--- src/rtl/fpga_passive_serial_config_core_macros.svh ---
// Assertion macros shared by the passive-serial configuration core.
// Depends on nothing; included by the top level only.
`ifndef FPGA_PASSIVE_SERIAL_CONFIG_CORE_MACROS_SVH
`define FPGA_PASSIVE_SERIAL_CONFIG_CORE_MACROS_SVH

// The consequent must hold in the same cycle as the antecedent.
`define FPSC_ASSERT_SAME(label, clk, rst, ante, cons, msg) \
  label: assert property (@(posedge clk) disable iff (rst) (ante) |-> (cons)) \
    else $error(msg);

// The consequent must hold in the cycle after the antecedent.
`define FPSC_ASSERT_NEXT(label, clk, rst, ante, cons, msg) \
  label: assert property (@(posedge clk) disable iff (rst) (ante) |=> (cons)) \
    else $error(msg);

`endif

--- src/rtl/fpsc_pkg.sv ---
// Package for the passive-serial configuration core: widths, codes, reset values.
// Used by the interfaces, the register block and the top level.
package fpsc_pkg;

  localparam int unsigned COUNT_BITS_DEF = 24;
  localparam int unsigned BYTE_CNT_W     = 24;
  localparam int unsigned TIME_W         = 16;
  localparam int unsigned CFG_DATA_W     = 24;
  localparam int unsigned CFG_IDX_W      = 3;

  localparam logic [CFG_IDX_W-1:0] REG_MAX_BYTES     = 3'd0;
  localparam logic [CFG_IDX_W-1:0] REG_LOW_CHECK_US  = 3'd1;
  localparam logic [CFG_IDX_W-1:0] REG_SETTLE_US     = 3'd2;
  localparam logic [CFG_IDX_W-1:0] REG_POLL_INTERVAL = 3'd3;
  localparam logic [CFG_IDX_W-1:0] REG_POLL_LIMIT    = 3'd4;

  localparam logic [BYTE_CNT_W-1:0] MAX_BYTES_RST     = 24'd16777215;
  localparam logic [TIME_W-1:0]     LOW_CHECK_US_RST  = 16'd1;
  localparam logic [TIME_W-1:0]     SETTLE_US_RST     = 16'd40;
  localparam logic [TIME_W-1:0]     POLL_INTERVAL_RST = 16'd100;
  localparam logic [TIME_W-1:0]     POLL_LIMIT_RST    = 16'd500;

  localparam logic [1:0] MODE_TICK  = 2'd0;
  localparam logic [1:0] MODE_START = 2'd1;
  localparam logic [1:0] MODE_DATA  = 2'd2;

  localparam logic [2:0] ST_BUSY          = 3'd0;
  localparam logic [2:0] ST_STATUS_HIGH   = 3'd1;
  localparam logic [2:0] ST_DONE_AT_CHECK = 3'd2;
  localparam logic [2:0] ST_DONE_RELEASE  = 3'd3;
  localparam logic [2:0] ST_POLL_TIMEOUT  = 3'd4;
  localparam logic [2:0] ST_STATUS_LOW    = 3'd5;
  localparam logic [2:0] ST_COUNT_OVER    = 3'd6;
  localparam logic [2:0] ST_DONE          = 3'd7;

  typedef struct packed {
    logic [BYTE_CNT_W-1:0] max_bytes;
    logic [TIME_W-1:0]     low_check_us;
    logic [TIME_W-1:0]     settle_us;
    logic [TIME_W-1:0]     poll_interval_us;
    logic [TIME_W-1:0]     poll_limit;
  } cfg_t;

endpackage

--- src/rtl/fpsc_if.sv ---
// Stream interfaces for the input items and result items of the core.
// Depends on fpsc_pkg.
interface fpsc_in_if;
  import fpsc_pkg::*;
  logic       valid;
  logic       ready;
  logic [1:0] mode;
  logic [7:0] data_byte;
  logic       nstatus_in;
  logic       confdone_in;

  modport source (output valid, mode, data_byte, nstatus_in, confdone_in, input ready);
  modport sink (input valid, mode, data_byte, nstatus_in, confdone_in, output ready);
endinterface

interface fpsc_out_if;
  import fpsc_pkg::*;
  logic                  valid;
  logic                  ready;
  logic                  nconfig_out;
  logic                  send_valid;
  logic [7:0]            send_byte;
  logic [2:0]            status;
  logic [BYTE_CNT_W-1:0] byte_count;
  logic                  finished;

  modport source (output valid, nconfig_out, send_valid, send_byte, status, byte_count,
                  finished, input ready);
  modport sink (input valid, nconfig_out, send_valid, send_byte, status, byte_count,
                finished, output ready);
endinterface

--- src/rtl/fpsc_cfg_regs.sv ---
// Configuration register block of the passive-serial configuration core.
// Depends on fpsc_pkg for register indexes, widths and reset values.
module fpsc_cfg_regs (
  input  logic                               clk,
  input  logic                               rst,
  input  logic                               cfg_we,
  input  logic [fpsc_pkg::CFG_IDX_W-1:0]     cfg_index,
  input  logic [fpsc_pkg::CFG_DATA_W-1:0]    cfg_data,
  output fpsc_pkg::cfg_t                     cfg
);
  import fpsc_pkg::*;

  always_ff @(posedge clk) begin
    if (rst) begin
      cfg.max_bytes        <= MAX_BYTES_RST;
      cfg.low_check_us     <= LOW_CHECK_US_RST;
      cfg.settle_us        <= SETTLE_US_RST;
      cfg.poll_interval_us <= POLL_INTERVAL_RST;
      cfg.poll_limit       <= POLL_LIMIT_RST;
    end else if (cfg_we) begin
      unique case (cfg_index)
        REG_MAX_BYTES:     cfg.max_bytes        <= cfg_data[BYTE_CNT_W-1:0];
        REG_LOW_CHECK_US:  cfg.low_check_us     <= cfg_data[TIME_W-1:0];
        REG_SETTLE_US:     cfg.settle_us        <= cfg_data[TIME_W-1:0];
        REG_POLL_INTERVAL: cfg.poll_interval_us <= cfg_data[TIME_W-1:0];
        REG_POLL_LIMIT:    cfg.poll_limit       <= cfg_data[TIME_W-1:0];
        default: ;
      endcase
    end
  end

endmodule

--- src/rtl/fpga_passive_serial_config_core.sv ---
// Top level of the passive-serial configuration core: sequencer and result register.
// Depends on fpsc_pkg, fpsc_if, fpsc_cfg_regs and the assertion macro header.
//
// The host drives the in_ch channel with one item per transfer: a tick for each
// microsecond, a start item to begin configuration, or a data byte of the image
// together with the sampled status and done pins. Every accepted item yields
// exactly one result on out_ch: the level for the request pin, an optional byte
// for the external serializer, a status code, the byte count and a finished flag.
// The sequencer and counters update in the cycle of the transfer, and the result
// appears in the output register in the cycle after it. The core takes one item per
// clock; the single output register sets that figure, since a new item is taken in
// the same cycle that the previous result is taken. When the receiver stalls, the
// result holds and in_ch.ready drops until it is taken. Configuration registers are
// written through cfg_we, cfg_index and cfg_data; the user must write them only
// while the core is idle; the core does not enforce it. Reset returns the sequencer
// to idle, releases the request, clears the counters and loads register defaults.
`include "fpga_passive_serial_config_core_macros.svh"

module fpga_passive_serial_config_core #(
  parameter int unsigned COUNT_BITS = fpsc_pkg::COUNT_BITS_DEF
) (
  input  logic                            clk,
  input  logic                            rst,
  input  logic                            cfg_we,
  input  logic [fpsc_pkg::CFG_IDX_W-1:0]  cfg_index,
  input  logic [fpsc_pkg::CFG_DATA_W-1:0] cfg_data,
  fpsc_in_if.sink                         in_ch,
  fpsc_out_if.source                      out_ch
);
  import fpsc_pkg::*;

  localparam int unsigned CMP_W = (COUNT_BITS > BYTE_CNT_W) ? COUNT_BITS : BYTE_CNT_W;
  localparam logic [TIME_W-1:0] TIME_SAT = '1;
  localparam logic [COUNT_BITS-1:0] COUNT_SAT = '1;

  typedef enum logic [2:0] {
    PH_IDLE, PH_LOW_WAIT, PH_HOLD, PH_REL_WAIT, PH_POLL, PH_STREAM, PH_FINISHED
  } phase_t;

  cfg_t cfg;

  fpsc_cfg_regs u_cfg_regs (
    .clk       (clk),
    .rst       (rst),
    .cfg_we    (cfg_we),
    .cfg_index (cfg_index),
    .cfg_data  (cfg_data),
    .cfg       (cfg)
  );

  phase_t                phase, phase_next;
  logic [TIME_W-1:0]     wait_counter, wait_counter_next;
  logic [TIME_W-1:0]     poll_counter, poll_counter_next;
  logic [COUNT_BITS-1:0] sent_count, sent_count_next;
  logic [2:0]            result_code, result_code_next;
  logic                  request_level, request_level_next;
  logic                  send_valid_next;
  logic [7:0]            send_byte_next;

  logic                  in_fire;
  logic [TIME_W-1:0]     wait_inc;
  logic [TIME_W-1:0]     poll_inc;
  logic [TIME_W-1:0]     wait_len;
  logic                  wait_over;
  logic [COUNT_BITS-1:0] sent_inc;
  logic [CMP_W-1:0]      sent_ext;

  assign in_ch.ready = !out_ch.valid || out_ch.ready;
  assign in_fire     = in_ch.valid && in_ch.ready;

  assign wait_inc = (wait_counter != TIME_SAT) ? wait_counter + 1'b1 : wait_counter;
  assign poll_inc = (poll_counter != TIME_SAT) ? poll_counter + 1'b1 : poll_counter;
  assign sent_inc = (sent_count != COUNT_SAT) ? sent_count + 1'b1 : sent_count;
  assign sent_ext = CMP_W'(sent_inc);

  always_comb begin
    unique case (phase)
      PH_LOW_WAIT: wait_len = cfg.low_check_us;
      PH_POLL:     wait_len = cfg.poll_interval_us;
      default:     wait_len = cfg.settle_us;
    endcase
  end

  assign wait_over = wait_inc >= wait_len;

  always_comb begin
    phase_next         = phase;
    wait_counter_next  = wait_counter;
    poll_counter_next  = poll_counter;
    sent_count_next    = sent_count;
    result_code_next   = result_code;
    request_level_next = request_level;
    send_valid_next    = 1'b0;
    send_byte_next     = 8'd0;
    unique case (in_ch.mode)
      MODE_START: begin
        request_level_next = 1'b0;
        phase_next         = PH_LOW_WAIT;
        wait_counter_next  = '0;
        poll_counter_next  = '0;
        sent_count_next    = '0;
        result_code_next   = ST_BUSY;
      end
      MODE_DATA: begin
        if (phase == PH_STREAM) begin
          priority if (in_ch.confdone_in) begin
            result_code_next = ST_DONE;
            phase_next       = PH_FINISHED;
          end else if (!in_ch.nstatus_in) begin
            result_code_next = ST_STATUS_LOW;
            phase_next       = PH_FINISHED;
          end else begin
            send_valid_next = 1'b1;
            send_byte_next  = in_ch.data_byte;
            sent_count_next = sent_inc;
            if (sent_ext > CMP_W'(cfg.max_bytes)) begin
              result_code_next = ST_COUNT_OVER;
              phase_next       = PH_FINISHED;
            end
          end
        end
      end
      MODE_TICK: begin
        if (phase == PH_LOW_WAIT || phase == PH_HOLD || phase == PH_REL_WAIT ||
            phase == PH_POLL) begin
          wait_counter_next = wait_over ? '0 : wait_inc;
        end
        if (wait_over) begin
          unique case (phase)
            PH_LOW_WAIT: begin
              priority if (in_ch.nstatus_in) begin
                result_code_next = ST_STATUS_HIGH;
                phase_next       = PH_FINISHED;
              end else if (in_ch.confdone_in) begin
                result_code_next = ST_DONE_AT_CHECK;
                phase_next       = PH_FINISHED;
              end else begin
                phase_next = PH_HOLD;
              end
            end
            PH_HOLD: begin
              request_level_next = 1'b1;
              phase_next         = PH_REL_WAIT;
            end
            PH_REL_WAIT: begin
              poll_counter_next = '0;
              priority if (in_ch.confdone_in) begin
                result_code_next = ST_DONE_RELEASE;
                phase_next       = PH_FINISHED;
              end else if (in_ch.nstatus_in) begin
                phase_next = PH_STREAM;
              end else begin
                phase_next = PH_POLL;
              end
            end
            PH_POLL: begin
              poll_counter_next = poll_inc;
              if (poll_inc >= cfg.poll_limit) begin
                result_code_next = ST_POLL_TIMEOUT;
                phase_next       = PH_FINISHED;
              end else if (in_ch.nstatus_in) begin
                phase_next = PH_STREAM;
              end
            end
            default: ;
          endcase
        end
      end
      default: ;
    endcase
  end

  always_ff @(posedge clk) begin
    if (rst) begin
      phase         <= PH_IDLE;
      wait_counter  <= '0;
      poll_counter  <= '0;
      sent_count    <= '0;
      result_code   <= ST_BUSY;
      request_level <= 1'b1;
      out_ch.valid  <= 1'b0;
    end else begin
      if (in_fire) begin
        phase         <= phase_next;
        wait_counter  <= wait_counter_next;
        poll_counter  <= poll_counter_next;
        sent_count    <= sent_count_next;
        result_code   <= result_code_next;
        request_level <= request_level_next;
      end
      out_ch.valid <= in_fire || (out_ch.valid && !out_ch.ready);
    end
  end

  always_ff @(posedge clk) begin
    if (in_fire) begin
      out_ch.nconfig_out <= request_level_next;
      out_ch.send_valid  <= send_valid_next;
      out_ch.send_byte   <= send_byte_next;
      out_ch.status      <= result_code_next;
      out_ch.byte_count  <= BYTE_CNT_W'(CMP_W'(sent_count_next));
      out_ch.finished    <= (phase_next == PH_FINISHED);
    end
  end

  `FPSC_ASSERT_SAME(a_send_status, clk, rst, out_ch.valid && out_ch.send_valid,
    out_ch.status == ST_BUSY || out_ch.status == ST_COUNT_OVER,
    "byte sent with a status that forbids sending")
  `FPSC_ASSERT_SAME(a_finished_code, clk, rst, out_ch.valid,
    out_ch.finished == (out_ch.status != ST_BUSY),
    "finished flag disagrees with status code")
  `FPSC_ASSERT_NEXT(a_start_result, clk, rst, in_fire && in_ch.mode == MODE_START,
    out_ch.valid && !out_ch.nconfig_out && out_ch.status == ST_BUSY && !out_ch.finished,
    "start transfer did not pull the request pin low")

endmodule
--- src/flat_wrapper.sv ---
// flat-port wrapper written by rule: the top's interface ports become plain ports
module fpga_passive_serial_config_core_flat import fpsc_pkg::*;
#(
  parameter int unsigned COUNT_BITS = fpsc_pkg::COUNT_BITS_DEF
)
  (clk, rst, cfg_we, cfg_index, cfg_data, in_ch_valid, in_ch_mode, in_ch_data_byte, in_ch_nstatus_in, in_ch_confdone_in, in_ch_ready, out_ch_valid, out_ch_nconfig_out, out_ch_send_valid, out_ch_send_byte, out_ch_status, out_ch_byte_count, out_ch_finished, out_ch_ready);
  fpsc_in_if in_ch_i ();
  fpsc_out_if out_ch_i ();
  input  logic clk;
  input  logic rst;
  input  logic cfg_we;
  input  logic [fpsc_pkg::CFG_IDX_W-1:0] cfg_index;
  input  logic [fpsc_pkg::CFG_DATA_W-1:0] cfg_data;
  input wire logic [$bits(in_ch_i.valid)-1:0] in_ch_valid;
  input wire logic [$bits(in_ch_i.mode)-1:0] in_ch_mode;
  input wire logic [$bits(in_ch_i.data_byte)-1:0] in_ch_data_byte;
  input wire logic [$bits(in_ch_i.nstatus_in)-1:0] in_ch_nstatus_in;
  input wire logic [$bits(in_ch_i.confdone_in)-1:0] in_ch_confdone_in;
  output wire logic [$bits(in_ch_i.ready)-1:0] in_ch_ready;
  output wire logic [$bits(out_ch_i.valid)-1:0] out_ch_valid;
  output wire logic [$bits(out_ch_i.nconfig_out)-1:0] out_ch_nconfig_out;
  output wire logic [$bits(out_ch_i.send_valid)-1:0] out_ch_send_valid;
  output wire logic [$bits(out_ch_i.send_byte)-1:0] out_ch_send_byte;
  output wire logic [$bits(out_ch_i.status)-1:0] out_ch_status;
  output wire logic [$bits(out_ch_i.byte_count)-1:0] out_ch_byte_count;
  output wire logic [$bits(out_ch_i.finished)-1:0] out_ch_finished;
  input wire logic [$bits(out_ch_i.ready)-1:0] out_ch_ready;
  assign in_ch_i.valid = in_ch_valid;
  assign in_ch_i.mode = in_ch_mode;
  assign in_ch_i.data_byte = in_ch_data_byte;
  assign in_ch_i.nstatus_in = in_ch_nstatus_in;
  assign in_ch_i.confdone_in = in_ch_confdone_in;
  assign in_ch_ready = in_ch_i.ready;
  assign out_ch_valid = out_ch_i.valid;
  assign out_ch_nconfig_out = out_ch_i.nconfig_out;
  assign out_ch_send_valid = out_ch_i.send_valid;
  assign out_ch_send_byte = out_ch_i.send_byte;
  assign out_ch_status = out_ch_i.status;
  assign out_ch_byte_count = out_ch_i.byte_count;
  assign out_ch_finished = out_ch_i.finished;
  assign out_ch_i.ready = out_ch_ready;
  fpga_passive_serial_config_core #(.COUNT_BITS(COUNT_BITS)) u_core (.clk(clk), .rst(rst), .cfg_we(cfg_we), .cfg_index(cfg_index), .cfg_data(cfg_data), .in_ch(in_ch_i), .out_ch(out_ch_i));
endmodule
--- config.mk ---
export PLATFORM = sky130hd
export DESIGN_NAME = fpga_passive_serial_config_core_flat
export DESIGN_NICKNAME = d
export VERILOG_FILES = /design/src/rtl/fpsc_pkg.sv /design/src/rtl/fpsc_if.sv /design/src/rtl/fpsc_cfg_regs.sv /design/src/rtl/fpga_passive_serial_config_core.sv /design/src/flat_wrapper.sv
export VERILOG_INCLUDE_DIRS = /design/src /design/src/rtl
export SDC_FILE = /design/constraint.sdc
export NUM_CORES = 1
export LEC_CHECK = 0
export BUFFER_PORTS_ARGS = -buffer_cell sky130_fd_sc_hd__buf_2
export CAP_MARGIN = 20
export CORE_MARGIN = 3
export CORE_UTILIZATION = 55
export DETAILED_ROUTE_END_ITERATION = 6
export PLACE_DENSITY = 0.77
export SKIP_LAST_GASP = 1
export SYNTH_ARGS = -nofsm -noshare
export SYNTH_HDL_FRONTEND = slang
export SYNTH_SLANG_ARGS = --single-unit
--- constraint.sdc ---
create_clock -name clk -period 3.9 [get_ports clk]
set_input_delay 0.39 -clock clk [delete_from_list [all_inputs] [get_ports clk]]
set_output_delay 0.39 -clock clk [all_outputs]
set_load 0.05 [all_outputs]
# Yosys cells after proc, flatten, opt, wreduce, memory -nomap -nowiden
# Index checks and enable logic that the tools add are counted.
# W data, S select, Z words.
dict set report op_classes {
  bitwise 3
  reduce_logical 21
  magnitude_cmp 3
  mux 42
  addsub 3
  n_eq_ne 18
}
# op count
set op_table {}
lappend op_table {{$pmux W16 S2} 4}
lappend op_table {{$mux W24} 4}
lappend op_table {{$mux W16} 5}
lappend op_table {{$mux W3} 19}
lappend op_table {{$pmux W24 S2} 1}
lappend op_table {{$add A16 B1 Y16 const B} 2}
lappend op_table {{$ge A16 B16 Y1} 2}
lappend op_table {{$ne A16 B16 Y1 const B} 2}
lappend op_table {{$pmux W3 S3} 3}
lappend op_table {{$add A24 B1 Y24 const B} 1}
lappend op_table {{$gt A24 B24 Y1} 1}
lappend op_table {{$ne A24 B24 Y1 const B} 1}
lappend op_table {{$eq A3 B2 Y1 const B} 4}
lappend op_table {{$eq A3 B3 Y1 const B} 4}
lappend op_table {{$pmux W3 S4} 1}
lappend op_table {{$reduce_and A2 Y1} 5}
lappend op_table {{$eq A3 B1 Y1 const B} 2}
lappend op_table {{$logic_or A1 B1 Y1} 5}
lappend op_table {{$mux W1} 4}
lappend op_table {{$ne A2 B1 Y1 const B} 2}
lappend op_table {{$reduce_and A4 Y1} 1}
lappend op_table {{$reduce_or A4 Y1} 1}
lappend op_table {{$logic_not A3 Y1} 1}
lappend op_table {{$ne A3 B1 Y1 const B} 1}
lappend op_table {{10 further kinds} 14}
dict set report totals {
  ff_bits 190
  word_cells 108
  in_bits 44
}

# Longest topological paths before layout
# Gate-level depths: netlist of the first run.
dict set report depth {
  depth_word 9
  depth_mapped 18
}

# Modules after synthesis
# A second synthesis of the first run with hierarchy kept.
dict set report unflattened {
  cells_unflattened 1296
  area_unflattened_um2 11339.6
}
# module n_inst area_each_um2 cells_per_inst
set by_module_without_submodules {}
lappend by_module_without_submodules {fpga_passive_serial_config_core 1 7791.2 962}
lappend by_module_without_submodules {fpsc_cfg_regs 1 3548.4 334}

# Least setup slack after synthesis of the first run
# Ideal clock, no wire load.
dict set report synth_timing {
  path_kind {register to register}
  start {reg u_core.phase[2]}
  end {reg u_core.out_ch.finished (data pin)}
  setup_time_ns 0.176
  path_stages_with_launch 18
  n_path_buf 4
  path_slack_ns -0.007
  arrival_ns 3.731
  period_less_slack_ns 3.907
  cell_sequence {dfxtp_1 clkbuf_1 nor2b_1 clkbuf_1 nor2b_1 clkbuf_1 nor2_1 clkbuf_1 a21oi_1 ha_1 and4_1 o2111ai_1 a31o_2 a21oi_4 nor2_2 o41ai_1 a21oi_1 nor4_1}
}
dict set report synth_between {
  elab_chain_len 6
}
# element line_no
set synth_lines {}
lappend synth_lines {{start, declared} fpga_passive_serial_config_core.sv:51} ;# phase_t phase, phase_next;
lappend synth_lines {{start signal, assigned} fpga_passive_serial_config_core.sv:184} ;# phase <= phase_next;
lappend synth_lines {{$eq A3 B3 Y1, or another cell as far along} {fpga_passive_serial_config_core.sv:77, fpga_passive_serial_config_core.sv:129}}
lappend synth_lines {{$pmux W16 S2, or another cell as far along} fpga_passive_serial_config_core.sv:77} ;# unique case (phase)
lappend synth_lines {{$ge A16 B16 Y1, or another cell as far along} fpga_passive_serial_config_core.sv:84} ;# assign wait_over = wait_inc >= wait_len;
lappend synth_lines {{$mux W3, on equally long branches} {fpga_passive_serial_config_core.sv:128, fpga_passive_serial_config_core.sv:105}}
lappend synth_lines {{$pmux W3 S3 (*)} fpga_passive_serial_config_core.sv:95} ;# unique case (in_ch.mode)
lappend synth_lines {{$eq A3 B3 Y1 (*)} fpga_passive_serial_config_core.sv:202} ;# out_ch.finished <= (phase_next == PH_FINISHED);
lappend synth_lines {{end signal, assigned} fpga_passive_serial_config_core.sv:202}
lappend synth_lines {{end, declared} fpsc_if.sv:28} ;# finished, input ready);
# Every way passes the cells marked *; elsewhere a longest branch is shown, timed or not.
# A chain may end at the register's enable or synchronous reset.

# Worst setup path after layout of the first run
dict set report layout_timing {
  start {reg u_core.sent_count[8]}
  end {reg u_core.out_ch.finished (data pin)}
}
dict set report layout_between {
  elab_chain_len 9
}
# element line_no
set layout_lines {}
lappend layout_lines {{start, declared} fpga_passive_serial_config_core.sv:54} ;# logic [COUNT_BITS-1:0] sent_count, sent_count_next;
lappend layout_lines {{start signal, assigned} fpga_passive_serial_config_core.sv:187} ;# sent_count <= sent_count_next;
lappend layout_lines {{$add A24 B1 Y24 or $ne A24 B24 Y1 (tied branches)} fpga_passive_serial_config_core.sv:73} ;# assign sent_inc = (sent_count != COUNT_SAT) ? sent_count + 1'b1 : sent_count;
lappend layout_lines {{$mux W24 (*)} fpga_passive_serial_config_core.sv:73}
lappend layout_lines {{$gt A24 B24 Y1 (*)} fpga_passive_serial_config_core.sv:116} ;# if (sent_ext > CMP_W'(cfg.max_bytes)) begin
lappend layout_lines {{$mux W3 (*)} fpga_passive_serial_config_core.sv:116}
lappend layout_lines {{$mux W3 (*)} fpga_passive_serial_config_core.sv:109} ;# end else if (!in_ch.nstatus_in) begin
lappend layout_lines {{$mux W3 (*)} fpga_passive_serial_config_core.sv:106} ;# priority if (in_ch.confdone_in) begin
lappend layout_lines {{$mux W3 (*)} fpga_passive_serial_config_core.sv:105} ;# if (phase == PH_STREAM) begin
lappend layout_lines {{$pmux W3 S3 (*)} fpga_passive_serial_config_core.sv:95}
lappend layout_lines {{$eq A3 B3 Y1 (*)} fpga_passive_serial_config_core.sv:202}
# Marks and branches as above.

==> results of run 1 <==
-- layout by cell type, fill, tap and decap left out, drive strengths merged, types with 10 or more instances in the layout --
master,Yosys,final
nand3b,22,22
xnor2,34,34
edfxtp,38,38
and4,10,10
buf,19,172
nand3,41,41
a21oi,137,137
dfxtp,152,152
nor2,103,103
clkbuf,69,20
a31oi,29,29
nor3,16,16
and3,17,17
nand2b,11,11
a211o,26,26
ha,63,63
and2,16,16
a22oi,12,12
a211oi,10,10
a311oi,11,11
nand2,233,233
xor2,10,10
nand4,24,24
o31ai,20,20
o21ai,51,51
inv,52,58
a22o,17,17
-- worst max-delay path by stage --
stage	start	end	depth (start not counted)
2_1_floorplan	u_core.sent_count[6]$_SDFFE_PP0P_	u_core.out_ch.finished$_DFFE_PP_	17
3_3_place_gp	u_core.sent_count[8]$_SDFFE_PP0P_	u_core.out_ch.finished$_DFFE_PP_	16
3_5_place_dp	u_core.sent_count[4]$_SDFFE_PP0P_	u_core.out_ch.finished$_DFFE_PP_	16
4_1_cts	u_core.sent_count[8]$_SDFFE_PP0P_	u_core.out_ch.status[2]$_DFFE_PP_	17
5_1_grt	u_core.sent_count[4]$_SDFFE_PP0P_	u_core.out_ch.finished$_DFFE_PP_	17
6_report	u_core.sent_count[8]$_SDFFE_PP0P_	u_core.out_ch.finished$_DFFE_PP_	17
-- power by group --
group	internal (µW)	switching (µW)
Clock	903	788
Sequential	2050	19.6
Combinational	131	315
-- registers in the layout (all words and copies together) (netlist names), 3 cells and up --
register	flops
u_core.result_code	3
u_core.out_ch.byte_count	24
u_core.out_ch.status	3
u_core.phase	3
u_core.u_cfg_regs.cfg	88
u_core.wait_counter	16
u_core.poll_counter	16
u_core.sent_count	24
u_core.out_ch.send_byte	8
-- layer usage --
layer  vias up  wire (µm)
li1       4935          -
met1      4734      12900
met2       378      13000
met3        55       2080
met4         0        534
met5         -          0
-- synth_stat cells (3+ instances only) --
| library cell | count |
|---|---|
| a22oi_1 | 12 |
| o31ai_1 | 20 |
| and4_1 | 8 |
| a211oi_1 | 10 |
| nor2b_1 | 7 |
| nand3_1 | 41 |
| a21o_1 | 8 |
| a22o_1 | 17 |
| o21a_1 | 7 |
| o2111ai_1 | 4 |
| nor4_1 | 5 |
| mux2i_1 | 3 |
| nand3b_1 | 22 |
| nand2b_1 | 9 |
| a31oi_1 | 29 |
| or3_1 | 3 |
| and2_1 | 16 |
| o311ai_1 | 3 |
| a41oi_1 | 3 |
| buf_2 | 14 |
| ha_1 | 63 |
| o211ai_1 | 3 |
| nand2_1 | 233 |
| nand4_1 | 24 |
| nor3_1 | 15 |
| clkbuf_1 | 68 |
| nor2_1 | 101 |
| xnor2_1 | 34 |
| mux2_2 | 4 |
| a21oi_1 | 136 |
| a221oi_1 | 3 |
| a211o_1 | 26 |
| and3_1 | 16 |
| o21ai_0 | 50 |
| inv_1 | 52 |
| edfxtp_1 | 38 |
| dfxtp_1 | 152 |
| xor2_1 | 10 |
| a311oi_1 | 11 |
-- repair_timing --
item | in CTS | in global routing
setup buffers | 1 | 11
resized for setup | 5 | 33
pin swaps | 5 | 18
setup endpoints to repair | 7 | 26
hold buffers | 0 | 0
gates cloned | 0 | 0
-- through the flow --
step / power (µW) / instances
after floorplan: 2410 / 1324
after global placement: 2540 / 1655
after detailed placement: 2550 / 1655
after CTS: 4220 / 1688
after global routing: 4340 / 1700
final: 4200 / 1700
-- critical path, delay by kind of cell (launching register included) --
kind / cells / cell delay, ns
adder cells (fa/ha/maj): 1 / 0.33
AO/OA/AOI/OAI: 4 / 0.55
XOR/XNOR: 1 / 0.14
buffers and inverters: 1 / 0.17
AND/OR/NAND/NOR: 10 / 2.21
flip-flops: 1 / 0.33
-- cells by family (layout without fill, tap and decap cells) --
| group | after synthesis | count (layout) | synth area share (%) |
|---|---|---|---|
| AO/OA/AOI/OAI | 358 | 358 | 21.3 |
| XOR/XNOR | 44 | 44 | 3.58 |
| adder cells (fa/ha/maj) | 63 | 63 | 7.32 |
| buffers and inverters | 140 | 256 | 5.19 |
| flip-flops | 190 | 190 | 38.8 |
| multiplexers | 7 | 7 | 0.697 |
| AND/OR/NAND/NOR | 522 | 522 | 23.0 |
-- final cells by class --
class / count / area, µm² / area share (%)
Clock buffer: 20 / 447 / 3.56
Timing Repair Buffer: 172 / 1120 / 8.90
Inverter: 52 / 195 / 1.55
Sequential cell: 190 / 4190 / 33.4
Tap cell: 260 / 325 / 2.59
Multi-Input combinational cell: 994 / 6180 / 49.2
Clock inverter: 12 / 109 / 0.866
==> run_results.csv, run 1 <==
group,metric,value,unit
final_layout,final_core_util,66.3,%
hold_path,hold_depth,2,
hold_path,hold_end,"u_core.u_cfg_regs.cfg[83]$_SDFFE_PP1P_",
global_route,grt_max_degree,66,
final_layout,area_growth,16.6,%
global_route,grt_overflow,0,
setup_path,cp.arrival,4.17,ns
place,io_buffers,83,
sta,tightestPinTransition,0.962,ns
power_and_ir_drop,power.density,335,nW/µm²
setup_path,critPathKind,"reg2reg",
final_layout,antennaDiodeCount,0,
sta,worst_slack,-0.101,ns
global_route,grt_util_met2,40.7,%
global_route,grt_pass1_vias,9039,
sta,report.final.slew_viol_count,0,
setup_path,cp-end-kind,"flop",
route,viasPerCell,5.94,
clocking,cts_buffers,17,
yosys,synth_nets,1431,
final_layout,nets,1534,
setup_path,crit_fanout,5,
setup_path,cp.required,4.07,ns
setup_path,cpMostUsedCell,"and3_4",
yosys,syn-cell-area,10800,µm²
place,placed_cell_area,11800,µm²
setup_path,path_cells,"and3_4 > and4_4 > and4_4 > and3_4 > and3_4 > nand3_4 > xnor2_2 > ha_1 > nand4_1 > or4_1 > nor3_2 > a31oi_4 > buf_4 > o21ai_1 > o41ai_1 > a21oi_1 > nor4_1",
place,pre_cts_ws,-0.135,ns
route,drtPass1Iterations,6,
yosys,ys_types,71,
place,globalplace.congestion,0.940,
setup_path,r2r-end,"u_core.out_ch.finished$_DFFE_PP_",
route,first_iter_violations,921,
global_route,grt_usage,25.9,%
global_route,grt_pass1_wl,45700,µm
sta,fmax,250,MHz
run_status,status,"complete, but fails checks",
clocking,htreeDepth,4,
yosys,yosysWarnings,0,
yosys,netlist_top_cells_area,"dfxtp_1, edfxtp_1, nand2_1",
die,coreArea,19000,µm²
hold_path,hold_class,"in2reg",
route,drt-total-wl,28600,µm
setup_path,reg2reg_from,"u_core.sent_count[8]$_SDFFE_PP0P_",
power_and_ir_drop,power_leakage,0.00521,µW
sta,hold_slack,0.151,ns
yosys,synth_top_area_cell,"dfxtp_1",
sta,setup_viol,7,
clocking,clock-sinks,190,
sta,min_period_over_period,103,%
yosys,synth_ff_type,"dfxtp_1",
clocking,clock_tree.buffer_depth,2,
route,wl_per_cell,16.8,µm
final_layout,fill_cells,1601,
clocking,cts_tree,"built",
clocking,clock_latency,0.44,ns
run_status,violations,"negative setup slack",
global_route,use_met1,36.9,%
global_route,antenna_found_initial,0,
final_layout,drive_above_1_share,17.6,%
sta,fin_skew,0.0112,ns
route,vias,10100,
global_route,busiest_layer,"met2",
sta,tns,-0.406,ns
sta,maxSlewHeadroom,35.6,%
yosys,syn_inst,1324,
route,drcViolationCount,0,
yosys,synth.ff_latch_count,190,
sta,min_period,4.00,ns
route,ant_nets,0,
die,boundaryPins,84,
die,die-area,21300,µm²
yosys,ys_seq_area_share,38.8,%
place,dp_hpwl,20000,µm
yosys,synth-edff-count,38,
setup_path,crit_path_top_delay_cell,"or4_1",
die,die_height,146,µm
setup_path,reg2reg_depth,17,
clocking,clockRootBuffer,"clkbuf_16",
setup_path,cp-start-kind,"flop",
setup_path,r2r_setup_slack,-0.10,ns
yosys,yosysTopAreaCellShare,28.2,%
yosys,synth-async-reset-ratio,0,%
flow_run,drv_cap,0,
die,die_w,146,µm
yosys,syn_area_per_cell,8.14,µm²
sta,hold_viol,0,
global_route,met3_usage,4.30,%
sta,rsz0062_at_grt,"yes",
die,rows,50,
power_and_ir_drop,ir_worst_vdd,0.315,mV
die,initial_core_util,56.8,%
final_layout,final_area,12600,µm²
clocking,path_clk_slew,0.07,ns
setup_path,cpPeakStageDelay,0.57,ns
hold_path,hp-start,"cfg_data[19]",
Power figures use the tool's default switching activity.
==> run 2: changes to the inputs <==
Settings changed: PLACE_DENSITY 0.77 to 0.74.
Clock period 3.9 ns to 4.64 ns, I/O delays scaled along.
==> run 2 against run 1 <==
Compared with the run above: the run now ends clean; via count decreased by 2.3%; design area decreased by 4.5%; total power decreased by 14%; critical endpoint unchanged; largest cell class unchanged; highest routed layer unchanged.
==> run_results.csv, run 2 (synthesized netlist as in run 1, its figures left out) <==
group,metric,value,unit
place,globalplace.congestion,0.895,
sta,maxSlewHeadroom,28.6,%
clocking,post_cts_resized,0,
global_route,grt_pass1_wl,45800,µm
die,die-area,21300,µm²
sta,fmax,225,MHz
route,viasPerCell,6.02,
sta,rsz0062_at_grt,"yes",
die,die_w,146,µm
clocking,post_cts_buffers,0,
die,coreArea,19000,µm²
run_status,status,"completed",
die,die_height,146,µm
clocking,htreeDepth,4,
clocking,clock_latency,0.43,ns
final_layout,regArea,4190,µm²
clocking,cts_hold_buf,0,
setup_path,crit_fanout,6,
power_and_ir_drop,power.density,301,nW/µm²
route,wl_per_cell,17.1,µm
route,ant_nets,0,
sta,setup_viol,0,
sta,hold_viol,0,
final_layout,fill_cells,1641,
clocking,clock-sinks,190,
sta,report.final.slew_viol_count,0,
die,rows,50,
sta,min_period_over_period,95.9,%
final_layout,reg_top3,"u_core.u_cfg_regs.cfg x88, u_core.out_ch.byte_count x24, u_core.sent_count x24",
route,drt-total-wl,28100,µm
setup_path,cp.required,4.81,ns
setup_path,cp-end-kind,"flop",
power_and_ir_drop,ir_worst_vdd,0.232,mV
route,drcViolationCount,0,
clocking,cts_buffers,17,
final_layout,nets,1473,
final_layout,multi_input_area,6060,µm²
setup_path,cp-start-kind,"flop",
final_layout,largest_register_ffs,88,
sta,tightestPinTransition,1.07,ns
final_layout,area_growth,11.4,%
final_layout,antennaDiodeCount,0,
route,drtPass1Iterations,6,
final_layout,final_cell_mix,"nand2_1, dfxtp_1, a21oi_1",
flow_run,drv_cap,0,
sta,fin_skew,0.00745,ns
clocking,clock_tree.buffer_depth,2,
global_route,grt_pass1_vias,8927,
global_route,antenna_found_initial,0,
die,initial_core_util,56.8,%
clocking,cts_tree,"built",
sta,tns,0,ns
route,vias,9871,
die,boundaryPins,84,
power_and_ir_drop,p_total,3610,µW
sta,min_period,4.45,ns
setup_path,cp.arrival,4.62,ns
final_layout,final_core_util,63.3,%
global_route,grt_usage,25.9,%
route,first_iter_violations,998,
global_route,grt_overflow,0,
final_layout,regMostFlops,"u_core.u_cfg_regs.cfg",
setup_path,critPathKind,"reg2reg",
clocking,clockRootBuffer,"clkbuf_16",
global_route,grt_max_degree,107,
place,io_buffers,83,
final_layout,drive_above_1_share,12.4,%
final_layout,layout_commonest_cell,"nand2_1",
power_and_ir_drop,power_leakage,0.00485,µW
clocking,path_clk_slew,0.07,ns
place,dp_hpwl,19700,µm
hold_path,hold_class,"in2reg",
[run 2: changes by cell type in the layout (fill, tap and decap cells not counted), sizes merged]
cell | previous run | this run
buf | 172 | 111
clkbuf | 20 | 22
inv | 58 | 56
bufinv | 1 | 2
clkinvlp | 0 | 1
clkinv | 5 | 3
[run 2: final timing paths]
| path | startpoint | end | slack [ns] | cells after the start |
|---|---|---|---|---|
| max | u_core.sent_count[7]$_SDFFE_PP0P_ | u_core.out_ch.finished$_DFFE_PP_ | 0.19 | 16 |
| min | cfg_data[17] | u_core.u_cfg_regs.cfg[81]$_SDFFE_PP1P_ | 0.23 | 2 |
| min reg2reg | u_core.u_cfg_regs.cfg[29]$_SDFFE_PP0P_ | u_core.u_cfg_regs.cfg[29]$_SDFFE_PP0P_ | 0.46 | 2 |
| max reg2reg | u_core.sent_count[7]$_SDFFE_PP0P_ | u_core.out_ch.finished$_DFFE_PP_ | 0.19 | 16 |
[run 2: per-layer routing]
layer	part of all wire [%]	global-route usage (%)	vias up
li1	-	-	4812
met1	45	36.4	4672
met2	46	42.0	354
met3	7.1	4.58	33
met4	1.4	5.60	0
met5	0	0	-
[run 2: through the flow]
| stage | hold slack (ns) | setup slack (ns) | area [µm²] | cells |
|---|---|---|---|---|
| floorplan | 0.435 | 0.733 | 10800 | 1324 |
| global placement | 0.441 | 0.366 | 11400 | 1606 |
| detailed placement | 0.447 | 0.239 | 11400 | 1606 |
| CTS | 0.219 | 0.102 | 12000 | 1638 |
| global route | 0.215 | -0.0506 | 12000 | 1639 |
| finish | 0.228 | 0.191 | 12000 | 1639 |
[run 2: critical path, cell delays in order (launching register included)]
cell	delay (ns)
dfxtp_1	0.42
and3_2	0.25
and4_1	0.24
and4_1	0.31
and3_1	0.26
and3_1	0.28
nand3_1	0.16
xnor2_1	0.16
ha_1	0.33
nand4_1	0.23
or4_1	0.56
nor3_1	0.31
a31oi_4	0.09
o21ai_2	0.18
o41ai_1	0.10
a21oi_1	0.21
nor4_1	0.10
[run 2: power by group]
group,switching [µW],internal (µW),leakage [µW]
combinational,261,102,0.00295
clock,659,846,0.000292
sequential,19.0,1720,0.00161
[run 2: final cells by class]
type	count	area share (%)
inverter	52	1.63
clock buffer	22	3.95
multi-input combinational	994	50.5
clock inverter	10	1.04
timing repair buffer	111	5.23
tap	260	2.71
sequential	190	34.9
